==> src/rtl/dcf_pkg.sv <==
// Package with the types, widths and codes of the decimating complex FIR filter.
`default_nettype none

package dcf_pkg;

   localparam int MAX_TAPS         = 64;
   localparam int SAMPLE_BITS      = 16;
   localparam int TAP_INDEX_BITS   = 6;
   localparam int CELL_IDX_BITS    = (MAX_TAPS > 1) ? $clog2(MAX_TAPS) : 1;
   localparam int PROD_BITS        = 2 * SAMPLE_BITS;
   localparam int SUM_BITS         = PROD_BITS + 1;
   localparam int OUT_BITS         = 39;
   localparam int NUM_TAPS_BITS    = 7;
   localparam int DECIMATION_BITS  = 5;
   localparam int PHASE_BITS       = 4;
   localparam int MAX_DECIMATION   = 16;
   localparam int NUM_TAPS_RESET   = 64;
   localparam int DECIMATION_RESET = 1;
   localparam int CSR_INDEX_BITS   = 2;
   localparam int CSR_DATA_BITS    = 7;

   localparam logic [CSR_INDEX_BITS-1:0] CSR_NUM_TAPS   = 2'd0;
   localparam logic [CSR_INDEX_BITS-1:0] CSR_DECIMATION = 2'd1;

   localparam logic ACTION_PUSH      = 1'b0;
   localparam logic ACTION_TAP_WRITE = 1'b1;

   typedef struct packed {
      logic signed [SAMPLE_BITS-1:0] re;
      logic signed [SAMPLE_BITS-1:0] im;
   } cplx_type;

   typedef struct packed {
      logic                      shift;
      logic                      rotate;
      logic                      clear;
      logic                      tap_wr;
      logic [TAP_INDEX_BITS-1:0] tap_index;
      cplx_type                  tap;
   } cell_ctrl_type;

endpackage

`default_nettype wire

==> src/rtl/dcf_cmac.sv <==
// Complex multiply-accumulate unit fed from the head cell of the chain.
`default_nettype none

module dcf_cmac import dcf_pkg::*; (
   input  wire logic                  clock,
   input  wire logic                  reset,
   input  wire logic                  clear,
   input  wire logic                  prod_en,
   input  wire cplx_type              sample,
   input  wire cplx_type              tap,
   output logic signed [OUT_BITS-1:0] acc_re,
   output logic signed [OUT_BITS-1:0] acc_im
);

   logic signed [PROD_BITS-1:0] ac_ff;
   logic signed [PROD_BITS-1:0] bd_ff;
   logic signed [PROD_BITS-1:0] ad_ff;
   logic signed [PROD_BITS-1:0] bc_ff;
   logic signed [PROD_BITS-1:0] ac_in;
   logic signed [PROD_BITS-1:0] bd_in;
   logic signed [PROD_BITS-1:0] ad_in;
   logic signed [PROD_BITS-1:0] bc_in;
   logic                        prod_valid_ff;
   logic signed [SUM_BITS-1:0]  re_term;
   logic signed [SUM_BITS-1:0]  im_term;
   logic signed [OUT_BITS-1:0]  acc_re_ff;
   logic signed [OUT_BITS-1:0]  acc_im_ff;
   logic signed [OUT_BITS-1:0]  acc_re_in;
   logic signed [OUT_BITS-1:0]  acc_im_in;

   // The tap is (a + jb) and the sample is (c + jd).
   assign ac_in = tap.re * sample.re;
   assign bd_in = tap.im * sample.im;
   assign ad_in = tap.re * sample.im;
   assign bc_in = tap.im * sample.re;

   assign re_term = SUM_BITS'(ac_ff) - SUM_BITS'(bd_ff);
   assign im_term = SUM_BITS'(ad_ff) + SUM_BITS'(bc_ff);

   always_comb begin
      acc_re_in = acc_re_ff;
      acc_im_in = acc_im_ff;
      if (clear) begin
         acc_re_in = '0;
         acc_im_in = '0;
      end else if (prod_valid_ff) begin
         acc_re_in = acc_re_ff + OUT_BITS'(re_term);
         acc_im_in = acc_im_ff + OUT_BITS'(im_term);
      end
   end

   always_ff @(posedge clock) begin
      if (reset) begin
         prod_valid_ff <= 1'b0;
      end else begin
         prod_valid_ff <= prod_en;
      end
      ac_ff     <= ac_in;
      bd_ff     <= bd_in;
      ad_ff     <= ad_in;
      bc_ff     <= bc_in;
      acc_re_ff <= acc_re_in;
      acc_im_ff <= acc_im_in;
   end

   assign acc_re = acc_re_ff;
   assign acc_im = acc_im_ff;

endmodule

`default_nettype wire

==> config.mk <==
export PLATFORM = sky130hd
export DESIGN_NAME = dcf_cmac
export DESIGN_NICKNAME = d
export VERILOG_FILES = /design/src/rtl/dcf_pkg.sv /design/src/rtl/dcf_cmac.sv
export SDC_FILE = /design/constraint.sdc
export NUM_CORES = 2
export LEC_CHECK = 0
export BUFFER_PORTS_ARGS = -buffer_cell sky130_fd_sc_hd__buf_4
export CORE_ASPECT_RATIO = 1.25
export CORE_MARGIN = 2
export CORE_UTILIZATION = 45
export DETAILED_ROUTE_END_ITERATION = 12
export PLACE_DENSITY_LB_ADDON = 0.08
export SKIP_LAST_GASP = 1
export SYNTH_ARGS = -nofsm -noshare
export SYNTH_HDL_FRONTEND = slang
export SYNTH_SLANG_ARGS = --single-unit
==> constraint.sdc <==
create_clock -name clock -period 7.2 [get_ports clock]
set_input_delay 0.36 -clock clock [delete_from_list [all_inputs] [get_ports clock]]
set_output_delay 0.36 -clock clock [all_outputs]
set_load 0.01 [all_outputs]
==> results.sh <==
export IMPL_numCtsBuffers=26
export IMPL_syn_avg_cell_area_um2=9.076
export IMPL_finalWirelength_mm=145.3
export IMPL_die_w_um=304.5
export IMPL_post_cts_buffers=0
export IMPL_coreArea_mm2=0.1118
export IMPL_die_h_um=379.7
export IMPL_slew_headroom_pct=26.95
export IMPL_cap_violations=0
export IMPL_clockBufferDepth=3
export IMPL_die_area_mm2=0.1156
export IMPL_rsz0062_at_grt="no"
export IMPL_worst_slack_ns=0.9090
export IMPL_netlist_cell_type_count=79
export IMPL_critPathKind="input pin to flop"
export IMPL_grt_pass1_vias=40944
export IMPL_pre_cts_ws_ns=0.2773
export IMPL_dp_hpwl_mm=119.7
export IMPL_fin_crit_ns=6.291
export IMPL_cp_data_arrival_time_ns=6.78
export IMPL_worstMarginPinSlew_ns=1.068
export IMPL_worstHoldPathType="input pin to flop"
export IMPL_utilization_pct=48.75
export IMPL_ys_ff_latch=207
export IMPL_final_common_cell="inv_1"
export IMPL_vias_per_cell=5.189
export IMPL_drive_gt1_share_pct=5.394
export IMPL_critPathLaunchType="input pin"
export IMPL_multiInputGateArea_mm2=0.04078
export IMPL_clock_root_buffer="clkbuf_16"
export IMPL_seqCellArea_mm2=0.004148
export IMPL_setup_viol_count_final=0
export IMPL_outcome="completed"
export IMPL_synth_cells=5598
export IMPL_synth_ff_type="dfxtp_1"
export IMPL_drcViolationCount=0
export IMPL_cts_sinks=207
export IMPL_drtIter0Drc=1843
export IMPL_endpoint_kind="flop"
export IMPL_clock_skew_ns=0.01442
export IMPL_stdcell_count=7116
export IMPL_io_pins=146
export IMPL_insertion_delay_ns=0.58
export IMPL_final_hold_violation_count=0
export IMPL_async_flop_share_pct=0
export IMPL_grt_max_degree=65
export IMPL_antenna_found_initial=26
export IMPL_vias=36925
export IMPL_synthesis_nets=7195
export IMPL_cp_required_ns=7.69
export IMPL_crit_fanout=18
export IMPL_dp_cells=7063
export IMPL_mostFrequentLayoutCells="inv_1 (1,334), fa_1 (1,125), nand2_1 (569), and2_1 (503), ha_1 (404)"
export IMPL_fin_crit_sh_pct=87.37
export IMPL_rows=137
export IMPL_clkTransAtPathRegs_ns=0.06
export IMPL_fillers=10968
export IMPL_syn_area_mm2=0.05081
export IMPL_setup_tns_ns=0
export IMPL_floorplan_initialDensity_pct=45.46
export IMPL_grt_pass1_wl_mm=235.5
export IMPL_synth_seq_area_share_pct=8.156
export IMPL_cts_tree="done"
export IMPL_synth_edf_count=0
export IMPL_port_buffers=145
export IMPL_drt_first_pass_iters=5
export IMPL_ant_nets=0
export IMPL_grt_overflow=0
export IMPL_drv_slew=0
export IMPL_wl_per_cell_um=20.42
export IMPL_ys_warn_count=0
export IMPL_area_delta_synth_final_pct=7.245
export IMPL_track_usage_pct=26.35
export IMPL_finish_net_count=7231
export IMPL_clock_fmax_mhz=159.0
export IMPL_gp_congestion=0.8617
export IMPL_htree_levels=1
[flip-flops by register name, indices dropped and copies added, names as in the netlist]
| signal | cells |
|---|---|
| bd_ff | 32 |
| acc_im | 39 |
| prod_valid_ff | 1 |
| ad_ff | 32 |
| acc_re | 39 |
| bc_ff | 32 |
| ac_ff | 32 |
[cells in the mapped netlist (5+ instances only)]
library cell,n,area share [%]
inv_1,1334,9.9
fa_1,1125,44
nand2_1,569,4.2
and2_1,503,6.2
ha_1,404,9.9
clkbuf_1,212,1.6
dfxtp_1,207,8.2
nor2_1,182,1.3
a21oi_1,156,1.5
xnor2_1,125,2.2
a21o_1,79,1.2
xor2_1,50,0.86
nor3_1,49,0.48
o21ai_1,49,0.48
nand3_1,46,0.45
o21ai_0,46,0.45
nand2b_1,45,0.55
o21a_1,39,0.58
a211oi_1,38,0.56
mux2i_1,29,0.57
o21bai_1,25,0.37
nand4_1,22,0.27
and3_1,20,0.25
o211ai_1,19,0.28
nor2b_1,18,0.22
a31oi_1,13,0.16
buf_1,13,0.096
nor4_1,13,0.16
or2_2,11,0.14
o311ai_1,10,0.17
or3_1,9,0.11
or4_1,9,0.13
o22ai_1,8,0.099
o31ai_1,8,0.12
a2111oi_0,7,0.12
a211o_1,7,0.12
nand3b_1,6,0.089
a21boi_1,5,0.074
o31a_1,5,0.086
[layer usage]
layer  wire, um  track usage (%)
met1      61070            33.50
met2      72250            46.48
met3       6101            2.833
met4       5770            9.296
met5        141                0
[area by class of cell]
type                       count  area share, %
inverter                    1338          9.217
multi-input combinational   3825          74.84
clock inverter                19         0.4409
antenna                        3        0.01378
sequential                   207          7.612
tap                         1459          3.350
clock buffer                  29          1.215
timing repair buffer         236          3.307
[kinds of logic after synthesis]
kind of cell,count (synthesis),synth area share [%]
compound gates,565,7.368
buf+inv,1566,11.58
flops,207,8.156
xor+xnor,175,3.017
mux,33,0.6600
simple gates,1523,14.95
fa+ha+maj,1529,54.28
[metrics by stage]
| step | cell area, um2 | hold WS, ns |
|---|---|---|
| final | 54490 | 0.1478 |
| after global routing | 54490 | 0.1389 |
| after CTS | 54480 | 0.1245 |
| after detailed placement | 53560 | 0.4747 |
| after global placement | 53560 | 0.4655 |
| after floorplan | 50810 | 0.4316 |
[critical path: stages]
cell       delay (ns)
buf_4            0.29
buf_4            0.29
nand2_1          0.10
fa_1             0.52
inv_1            0.05
fa_1             0.50
inv_1            0.06
fa_1             0.56
inv_1            0.06
fa_1             0.39
fa_1             0.51
inv_1            0.05
fa_1             0.47
inv_1            0.04
ha_1             0.31
a21o_1           0.20
a21o_1           0.22
a2111oi_2        0.64
o21ai_1          0.20
o21ai_1          0.36
mux2_1           0.36
a211oi_1         0.20
[final timing paths]
kind	slack [ns]	cells after the start	to	start
worst min register to register	0.48	2	acc_re[29]	acc_re[29]
worst max-delay path	0.91	22	ac_ff[29]	sample[24]
worst min-delay path	0.15	2	acc_re[32]	clear
worst max register to register	2.67	13	acc_im[35]	acc_im[1]
[repair_timing]
item,in CTS,in global routing
hold buffers,2,0
hold endpoints to repair,1,0
gates resized for setup,0,0
setup endpoints to repair,0,0
Power is left out: the tool's default activity adds up to more than one toggle a clock period on the data nets, which glitch-free logic cannot reach.
