===== config.mk =====
export PLATFORM = sky130hd
export DESIGN_NAME = dcf_cell
export DESIGN_NICKNAME = d
export VERILOG_FILES = /design/src/rtl/dcf_pkg.sv /design/src/rtl/dcf_cell.sv
export SDC_FILE = /design/constraint.sdc
export NUM_CORES = 1
export LEC_CHECK = 0
export ABC_AREA = 1
export BUFFER_PORTS_ARGS = -buffer_cell sky130_fd_sc_hd__clkbuf_2
export CORE_MARGIN = 5
export CORE_UTILIZATION = 45
export CTS_CLUSTER_SIZE = 40
export DETAILED_ROUTE_END_ITERATION = 8
export MAX_ROUTING_LAYER = met4
export PLACE_DENSITY = 0.89
export SLEW_MARGIN = 25
export SYNTH_ARGS = -nofsm -noshare
export SYNTH_HDL_FRONTEND = slang
export SYNTH_SLANG_ARGS = --single-unit

===== constraint.sdc =====
create_clock -name clock -period 2.1 [get_ports clock]
set_input_delay 0.105 -clock clock [delete_from_list [all_inputs] [get_ports clock]]
set_output_delay 0.105 -clock clock [all_outputs]
set_load 0.05 [all_outputs]

===== src/rtl/dcf_pkg.sv =====
// Package with the types, widths and codes of the decimating complex FIR filter.
`default_nettype none

package dcf_pkg;

   localparam int MAX_TAPS         = 64;
   localparam int SAMPLE_BITS      = 16;
   localparam int TAP_INDEX_BITS   = 6;
   localparam int CELL_IDX_BITS    = (MAX_TAPS > 1) ? $clog2(MAX_TAPS) : 1;
   localparam int PROD_BITS        = 2 * SAMPLE_BITS;
   localparam int SUM_BITS         = PROD_BITS + 1;
   localparam int OUT_BITS         = 39;
   localparam int NUM_TAPS_BITS    = 7;
   localparam int DECIMATION_BITS  = 5;
   localparam int PHASE_BITS       = 4;
   localparam int MAX_DECIMATION   = 16;
   localparam int NUM_TAPS_RESET   = 64;
   localparam int DECIMATION_RESET = 1;
   localparam int CSR_INDEX_BITS   = 2;
   localparam int CSR_DATA_BITS    = 7;

   localparam logic [CSR_INDEX_BITS-1:0] CSR_NUM_TAPS   = 2'd0;
   localparam logic [CSR_INDEX_BITS-1:0] CSR_DECIMATION = 2'd1;

   localparam logic ACTION_PUSH      = 1'b0;
   localparam logic ACTION_TAP_WRITE = 1'b1;

   typedef struct packed {
      logic signed [SAMPLE_BITS-1:0] re;
      logic signed [SAMPLE_BITS-1:0] im;
   } cplx_type;

   typedef struct packed {
      logic                      shift;
      logic                      rotate;
      logic                      clear;
      logic                      tap_wr;
      logic [TAP_INDEX_BITS-1:0] tap_index;
      cplx_type                  tap;
   } cell_ctrl_type;

endpackage

`default_nettype wire


===== src/rtl/dcf_cell.sv =====
// One filter cell: holds one delayed sample and one tap, shifts or rotates with its neighbors.
`default_nettype none

module dcf_cell import dcf_pkg::*; (
   input  wire logic                     clock,
   input  wire logic                     reset,
   input  wire logic [CELL_IDX_BITS-1:0] cell_idx,
   input  wire cell_ctrl_type            ctrl,
   input  wire cplx_type                 shift_sample,
   input  wire cplx_type                 rot_sample,
   input  wire cplx_type                 rot_tap,
   output cplx_type                      sample,
   output cplx_type                      tap
);

   cplx_type sample_ff;
   cplx_type sample_in;
   cplx_type tap_ff;
   cplx_type tap_in;
   logic     idx_match;

   assign idx_match = (32'(ctrl.tap_index) == 32'(cell_idx));

   always_comb begin
      sample_in = sample_ff;
      tap_in    = tap_ff;
      if (ctrl.clear) begin
         sample_in = '0;
      end
      if (ctrl.shift) begin
         sample_in = shift_sample;
      end
      if (ctrl.rotate) begin
         sample_in = rot_sample;
         tap_in    = rot_tap;
      end
      if (ctrl.tap_wr && idx_match) begin
         tap_in = ctrl.tap;
      end
   end

   always_ff @(posedge clock) begin
      if (reset) begin
         sample_ff <= '0;
         tap_ff    <= '0;
      end else begin
         sample_ff <= sample_in;
         tap_ff    <= tap_in;
      end
   end

   assign sample = sample_ff;
   assign tap    = tap_ff;

endmodule

`default_nettype wire


==> flow_metrics.py, run 1 <==
metrics = {
    "timing": {
        "tightest_slew_ns": 0.745,
        "rsz0062_at_grt": "false",
        "setup_tns_ns": 0,
        "maxSlewHeadroom": 0.503,
        "fin_crit_ns": 1.32,
        "period_share": 0.631,
        "hold_viol_final": 0,
        "drv_slew": 0,
        "fin_worst_skew_ns": 0,
        "whs_ns": 0.0204,
        "timing.fmax_mhz": 755,
        "setup_viol": 0,
    },
    "flow_run": {
        "max_cap_viol_count": 0,
    },
    "worst_setup_path": {
        "slowest_stage": "nor2_8",
        "crit_required_ns": 2.31,
        "crit_chain": "clkbuf_2, inv_1, nand2_1, a21oi_1, nand2_4, nor2_8, nand2_1, nand2_1, a21oi_2",
        "end_kind": "register",
        "path_max_fanout": 33,
        "cp-start-kind": "primary input",
        "critPathKind": "in2reg",
        "crit_path_frequent_cell": "nand2_1",
        "cpPeakStageDelay_ns": 0.44,
        "arrival_ns": 1.54,
    },
    "cts": {
        "cts_tree": "built",
        "clockBufferDepth": 2,
        "post_cts_buffers": 0,
        "clk_latency_ns": 0.32,
        "holdBufCountCts": 0,
        "clockRootBuffer": "clkbuf_8",
        "ctsResizeCount": 0,
        "cts_max_level": 3,
        "numCtsBuffers": 9,
        "clock_sinks": 64,
        "clk_pin_slew_worst_paths_ns": 0.07,
    },
    "floorplanning": {
        "core_area_um2": 7290,
        "start_util": 0.464,
        "die_w_um": 96.7,
        "die_area_um2": 9350,
        "io_pins": 210,
        "num_rows": 31,
        "die_y_um": 96.7,
    },
    "detailed_routing": {
        "drt_wl_total_um": 11200,
        "drt_drc_violations_left": 0,
        "first_pass_iters": 5,
        "via_per_inst": 5.12,
        "ant_nets": 0,
        "drtIter0Drc": 279,
        "wl_per_cell_um": 13.9,
        "via_count": 4118,
    },
    "logic_synthesis": {
        "synth_area_um2": 3380,
        "yosys_most_used_dff": "dfxtp_1",
        "synth_most_common_cell": "nand2_1",
        "yosysTopAreaCellShare": 0.379,
        "netlist_instances": 506,
        "yosysUniqueCellTypes": 21,
        "ys_seq_elements": 64,
        "async_reset_ff_frac": 0,
        "synth_common_cells": "nand2_1, dfxtp_1, inv_1",
        "avgSynthCellArea_um2": 6.69,
        "synth_nets": 652,
        "ys_seq_area_frac": 0.379,
        "yosysTopAreaCell": "dfxtp_1",
        "synth_area_leaders": "dfxtp_1, nand2_1, a21oi_2",
        "yosys_warnings": 0,
        "synth_edf_count": 0,
    },
    "power": {
        "vdd_drop_max_uv": 418,
        "power_density_nw_per_um2": 762,
        "p_leak_nw": 2.41,
    },
    "hold_path": {
        "hold_class": "in2reg",
    },
    "place": {
        "port_buffers": 209,
        "place.gp.congestion": 0.934,
        "dpl.hpwl_um": 8640,
        "dpl_cell_area_um2": 4440,
    },
    "global_route": {
        "grt-ovfl-total": 0,
        "grt_util_all_layers": 0.236,
        "grt_pass1_wl_um": 18300,
        "grt_pass1_vias": 4035,
        "antenna_found_initial": 0,
        "grt_max_degree": 34,
    },
    "final_layout": {
        "diodes": 0,
        "fin_area_um2": 4720,
        "drive_above_1_share": 0.386,
        "nets": 846,
        "area_growth_syn_to_layout_pct": 39.6,
        "fillers": 650,
    },
    "run_status": {
        "status": "complete, no violations",
    },
}
[critical path: cells and delay by family]
| family | cells | cell delay, ns |
|---|---|---|
| compound gates | 2 | 0.28 |
| simple gates | 5 | 0.99 |
| buf+inv | 2 | 0.14 |
[metrics by stage]
stage,instances,utilization,setup WS [ns],power (mW)
2_1_floorplan,506,-,1.03,1.87
3_3_place_gp,788,0.609,0.535,2.12
3_5_place_dp,788,0.609,0.461,2.14
4_1_cts,804,0.648,0.813,3.63
5_1_grt,804,0.648,0.605,3.75
6_report,804,0.648,0.775,3.60
[state kept, by name, summed over array words and instances (netlist names)]
register and cells:
tap 32, sample 32
[area by class of cell]
type	instances	area, um2	area share
flip-flops and latches	64	1280	0.271
repair buffers	218	1130	0.238
multi-input cells	358	1730	0.365
well taps	99	124	0.0262
inverters	49	184	0.0389
clock inverters	6	155	0.0328
clock buffers	10	128	0.0270
[layout by cell type (no fill, tap or decap)]
cell type,instances
o21ai_1,30
dfxtp_1,64
inv_1,49
clkbuf_2,209
a21oi_1,4
nor2_2,1
nor2_4,1
nand3_1,33
clkbuf_8,9
nand2_2,2
nand2_1,214
nand3_4,1
nor3_2,1
clkinv_2,1
bufinv_16,5
a21oi_2,31
clkbuf_1,1
buf_4,8
nor2_1,3
buf_12,1
nand2_4,1
o21ai_0,3
a31oi_1,32
nor2_8,1
[layer usage]
| layer | global-route usage | wire, um |
|---|---|---|
| met3 | 0.0489 | 979 |
| met1 | 0.267 | 4250 |
| met5 | - | 0 |
| met2 | 0.404 | 5600 |
| met4 | 0.0994 | 342 |
[report_power, final]
group,total [mW],leakage (nW),internal (mW),switching (mW)
combinational,0.788,1.74,0.246,0.542
sequential,1.33,0.529,1.29,0.0400
clock,1.49,0.140,1.03,0.458
[cell families after synthesis]
kind of cell | count (synthesis) | synth area share
flip-flops | 64 | 0.379
AND/OR/NAND/NOR | 258 | 0.315
AO/OA/AOI/OAI | 100 | 0.194
buffers and inverters | 84 | 0.112
[final timing paths]
kind,start,endpoint,slack (ns),cells past startpoint
max,ctrl[36],tap[4],0.78,9
min,shift_sample[17],sample[17],0.02,3
max reg2reg,tap[1],tap[1],1.40,2
min reg2reg,sample[9],sample[9],0.48,2
(Power assumes the default switching activity.)
==> inputs of run 2 (changes only) <==
Settings changed: ABC_AREA 1 to 0, CORE_UTILIZATION 45 to 39, PLACE_DENSITY 0.89 to 0.81.
Clock period 2.1 ns to 1.15 ns, I/O delays scaled along.
==> flow_metrics.py, run 2 <==
metrics = {
    "timing": {
        "fin_worst_skew_ns": 0,
        "fin_crit_ns": 1.08,
        "drv_slew": 0,
        "maxSlewHeadroom": 0.761,
        "hold_viol_final": 0,
        "setup_viol": 0,
        "worst_slack_ns": 0.0656,
        "tightest_slew_ns": 0.358,
        "timing.fmax_mhz": 922,
        "period_share": 0.943,
    },
    "floorplanning": {
        "io_pins": 210,
        "die_w_um": 105,
        "die_area_um2": 10900,
        "die_y_um": 105,
        "start_util": 0.399,
        "core_area_um2": 8720,
        "num_rows": 34,
    },
    "logic_synthesis": {
        "async_reset_ff_frac": 0,
        "yosys_most_used_dff": "dfxtp_1",
        "synth_nets": 549,
        "yosysTopAreaCellShare": 0.368,
        "yosysTopAreaCell": "dfxtp_1",
        "yosysUniqueCellTypes": 21,
        "synth_area_leaders": "dfxtp_1, a211oi_2, a21oi_1",
        "ys_seq_elements": 64,
        "netlist_instances": 403,
        "synth_common_cells": "a21oi_1, dfxtp_1",
        "synth_edf_count": 0,
        "synth_area_um2": 3480,
        "ys_seq_area_frac": 0.368,
        "avgSynthCellArea_um2": 8.64,
        "yosys_warnings": 0,
    },
    "cts": {
        "clock_sinks": 64,
        "cts_tree": "built",
        "clk_pin_slew_worst_paths_ns": 0.07,
        "clk_latency_ns": 0.32,
        "clockRootBuffer": "clkbuf_8",
        "numCtsBuffers": 9,
        "clockBufferDepth": 2,
        "cts_max_level": 3,
    },
    "place": {
        "dp_slack_ns": -0.147,
        "dpl.hpwl_um": 8090,
        "port_buffers": 209,
        "place.gp.congestion": 0.828,
        "place_inst": 695,
    },
    "final_layout": {
        "fillers": 638,
        "final_cell_mix": "clkbuf_2, dlygate4sd3_1, a21oi_1",
        "area_growth_syn_to_layout_pct": 63.3,
        "diodes": 0,
        "multi_input_area_um2": 1880,
        "nets": 809,
        "drive_above_1_share": 0.478,
        "stdcell_count": 776,
        "final_common_cell": "clkbuf_2",
        "seq_area_um2": 1380,
    },
    "worst_setup_path": {
        "cpPeakStageDelay_ns": 0.36,
        "critPathKind": "reg2reg",
        "path_max_fanout": 2,
        "arrival_ns": 1.34,
        "crit_chain": "or3b_1, a21oi_2, a21oi_2, nor2_2",
        "slowest_stage": "or3b_1",
        "cp-start-kind": "register",
        "crit_path_frequent_cell": "a21oi_2",
        "crit_required_ns": 1.41,
        "end_kind": "register",
    },
    "global_route": {
        "antenna_found_initial": 0,
        "grt_pass1_vias": 4152,
        "grt-ovfl-total": 0,
        "grt_pass1_wl_um": 20400,
        "grt_util_all_layers": 0.231,
        "grt_max_degree": 65,
    },
    "detailed_routing": {
        "via_count": 4051,
        "drt_drc_violations_left": 0,
        "first_pass_iters": 5,
        "wl_per_cell_um": 16.2,
        "ant_nets": 0,
        "drtIter0Drc": 256,
        "drt_wl_total_um": 12600,
        "via_per_inst": 5.22,
    },
    "power": {
        "p_leak_nw": 2.60,
        "total_power_mw": 6.13,
        "vdd_drop_max_uv": 590,
        "power_density_nw_per_um2": 1080,
    },
    "flow_run": {
        "max_cap_viol_count": 0,
    },
    "hold_path": {
        "hold_class": "in2reg",
    },
    "run_status": {
        "status": "complete, no violations",
    },
}
## run 2: cell types whose count changed after synthesis, sizes merged, moves of 26 or more
cell	previous run	this run
o21ai	33	0
or3b	0	32
nand3	34	0
a31oi	32	0
nand2	217	32
a221oi	0	32
a211oi	0	32
nor2b	0	32
a21oi	35	64
nor2	6	32
## run 2: what timing repair did
| action | 4_1_cts | 5_1_grt |
|---|---|---|
| buffers inserted | 0 | 1 |
| endpoints found under the setup margin | 0 | 2 |
| hold buffers | 64 | 0 |
| gates resized for setup | 0 | 4 |
| hold endpoints to repair | 64 | 0 |
## run 2: routing by layer
layer / part of all wire / GRT usage / wire length [um] / vias up
li1: - / - / - / 1934
met1: 0.39 / 0.273 / 4930 / 1866
met2: 0.50 / 0.379 / 6330 / 228
met3: 0.083 / 0.0515 / 1050 / 23
met4: 0.020 / 0.0925 / 252 / 0
met5: 0 / - / 0 / -
## run 2: kinds of logic after synthesis
| family | synth area share |
|---|---|
| AO/OA/AOI/OAI | 0.302 |
| XOR/XNOR | 0.0151 |
| buffers and inverters | 0.0973 |
| flip-flops | 0.368 |
| AND/OR/NAND/NOR | 0.217 |
## run 2: final cells by class
cell class	instances	share of cell area
timing repair buffer	291	0.349
sequential	64	0.242
inverter	32	0.0211
clock buffer	13	0.0262
tap	108	0.0238
multi-input combinational	265	0.330
clock inverter	3	0.00748
## run 2: path summary, 6_finish.rpt
check,cells past startpoint,start,end,slack [ns]
worst min register to register,4,sample[18],sample[18],0.71
worst min-delay path,5,shift_sample[12],sample[12],0.10
worst max-delay path,4,sample[26],sample[26],0.07
worst max register to register,4,sample[26],sample[26],0.07
## run 2: critical path, delay by kind of cell (launching register included)
kind             cells  cell delay [ns]
AO/OA/AOI/OAI        2             0.21
flip-flops           1             0.33
AND/OR/NAND/NOR      2             0.47
## run 2: per-stage QoR
| stage | TNS (ns) | cell area, um2 | hold slack, ns | utilization |
|---|---|---|---|---|
| finish | 0 | 5690 | 0.102 | 0.652 |
| global route | -0.0192 | 5690 | 0.0963 | 0.652 |
| global placement | -2.71 | 4830 | 0.288 | 0.554 |
| detailed placement | -3.38 | 4830 | 0.295 | 0.554 |
| floorplan | -0.0123 | 3580 | 0.195 | - |
| CTS | 0 | 5670 | 0.0733 | 0.650 |
## run 2: where the power goes
part / internal (mW) / total (mW) / switching (mW)
Clock: 1.06 / 1.90 / 0.837
Combinational: 0.741 / 1.82 / 1.08
Sequential: 2.34 / 2.41 / 0.0706
==> inputs of run 3 (changes only) <==
Settings changed: RECOVER_POWER from default to 25.
==> flow_metrics.py, run 3 (synthesis results as in run 2) <==
metrics = {
    "final_layout": {
        "drive_above_1_share": 0.460,
        "nets": 809,
        "diodes": 0,
        "final_common_cell": "clkbuf_2",
        "area_growth_syn_to_layout_pct": 61.7,
        "final_cell_mix": "clkbuf_2, dlygate4sd3_1, a21oi_1",
        "fin_area_um2": 5630,
    },
    "place": {
        "port_buffers": 209,
        "dpl.hpwl_um": 8090,
        "place.gp.congestion": 0.828,
        "dpl_cell_area_um2": 4830,
    },
    "worst_setup_path": {
        "slowest_stage": "or3b_1",
        "reg2reg_from": "sample[26]",
        "arrival_ns": 1.34,
        "crit_chain": "or3b_1, a21oi_2, a21oi_2, nor2_2",
        "crit_path_start": "sample[26]",
        "cp-start-kind": "register",
        "end_kind": "register",
        "path_max_fanout": 2,
        "crit_required_ns": 1.41,
        "critPathKind": "reg2reg",
        "cp_top_family": "simple AND/OR/NAND/NOR gates",
        "crit_path_frequent_cell": "a21oi_2",
        "critPathBufInv": 0,
        "cpPeakStageDelay_ns": 0.36,
    },
    "global_route": {
        "antenna_found_initial": 0,
        "grt_util_all_layers": 0.231,
        "grt_pass1_vias": 4152,
        "grt_pass1_wl_um": 20400,
        "grt-ovfl-total": 0,
        "grt_max_degree": 65,
    },
    "cts": {
        "numCtsBuffers": 9,
        "cts_tree": "built",
        "clockRootBuffer": "clkbuf_8",
        "clock_sinks": 64,
        "clockBufferDepth": 2,
        "clk_latency_ns": 0.32,
        "clk_pin_slew_worst_paths_ns": 0.07,
        "cts_max_level": 3,
    },
    "power": {
        "p_leak_nw": 2.58,
        "internal_power_mw": 4.13,
        "p_switching_mw": 1.98,
        "power_density_nw_per_um2": 1080,
        "power.share.clock": 0.311,
        "total_power_mw": 6.11,
        "power_frac_comb": 0.295,
        "vdd_drop_max_uv": 585,
        "seqPwrFrac": 0.394,
        "switching_share": 0.324,
    },
    "timing": {
        "hold_viol_final": 0,
        "fin_crit_ns": 1.08,
        "fin_worst_skew_ns": 0,
        "maxSlewHeadroom": 0.759,
        "setup_tns_ns": 0,
        "tightest_slew_ns": 0.361,
        "setup_viol": 0,
        "drv_slew": 0,
        "timing.fmax_mhz": 922,
        "period_share": 0.943,
    },
    "detailed_routing": {
        "drtIter0Drc": 226,
        "via_count": 4062,
        "drt_wl_total_um": 12500,
        "via_per_inst": 5.23,
        "ant_nets": 0,
        "drt_drc_violations_left": 0,
        "first_pass_iters": 5,
        "wl_per_cell_um": 16.2,
    },
    "floorplanning": {
        "die_w_um": 105,
        "die_y_um": 105,
        "start_util": 0.399,
        "die_area_um2": 10900,
        "io_pins": 210,
        "num_rows": 34,
        "core_area_um2": 8720,
    },
    "flow_run": {
        "max_cap_viol_count": 0,
    },
    "hold_path": {
        "worstHoldStart": "shift_sample[12]",
        "hold_class": "in2reg",
    },
    "run_status": {
        "status": "complete, no violations",
    },
}
run 3: path summary, 6_finish.rpt:
kind	end	slack [ns]	depth (start not counted)
worst max-delay path	sample[26]	0.07	4
worst min-delay path	sample[12]	0.1	5
worst max register to register	sample[26]	0.07	4
worst min register to register	sample[18]	0.71	4
run 3: worst min-delay path, stage by stage:
cell	delay, ns
clkbuf_2	0.08
nand2_1	0.05
a21oi_1	0.05
a21oi_1	0.11
nor2_1	0.04
run 3: final cells by class:
type / count / area [um2]
Fill cell: 648 / 3090
Timing Repair Buffer: 291 / 1990
Multi-Input combinational cell: 265 / 1820
Sequential cell: 64 / 1380
Clock buffer: 13 / 149
Tap cell: 108 / 135
Inverter: 32 / 120
Clock inverter: 3 / 42.5
run 3: timing repair:
| item | 4_1_cts | 5_1_grt |
|---|---|---|
| hold buffers | 64 | 0 |
| setup buffers | 0 | 1 |
| endpoints found under the hold margin | 64 | 0 |
| gates resized for setup | 0 | 4 |
| endpoints found under the setup margin | 0 | 2 |
run 3: per-stage QoR:
| step | worst slack (ns) | cells | hold slack (ns) | utilization |
|---|---|---|---|---|
| floorplan | -0.0123 | 403 | 0.195 | - |
| global placement | -0.103 | 695 | 0.288 | 0.554 |
| detailed placement | -0.147 | 695 | 0.295 | 0.554 |
| CTS | 0.0807 | 775 | 0.0733 | 0.650 |
| global route | -0.0190 | 776 | 0.104 | 0.646 |
| finish | 0.0658 | 776 | 0.0991 | 0.646 |
run 3: power groups by stage:
stage | registers, mW | logic [mW] | clock network, mW
2_1_floorplan | 2.92 | 0.583 | 0
5_1_grt | 2.42 | 1.92 | 2.06
3_5_place_dp | 2.45 | 1.61 | 0
3_3_place_gp | 2.45 | 1.58 | 0
6_report | 2.41 | 1.80 | 1.90
4_1_cts | 2.41 | 1.79 | 1.97
run 3: routing by layer:
layer  wire length, um  GRT usage
met1              4940      0.273
met2              6260      0.379
met3              1070     0.0515
met4               284     0.0925
met5                 0          -
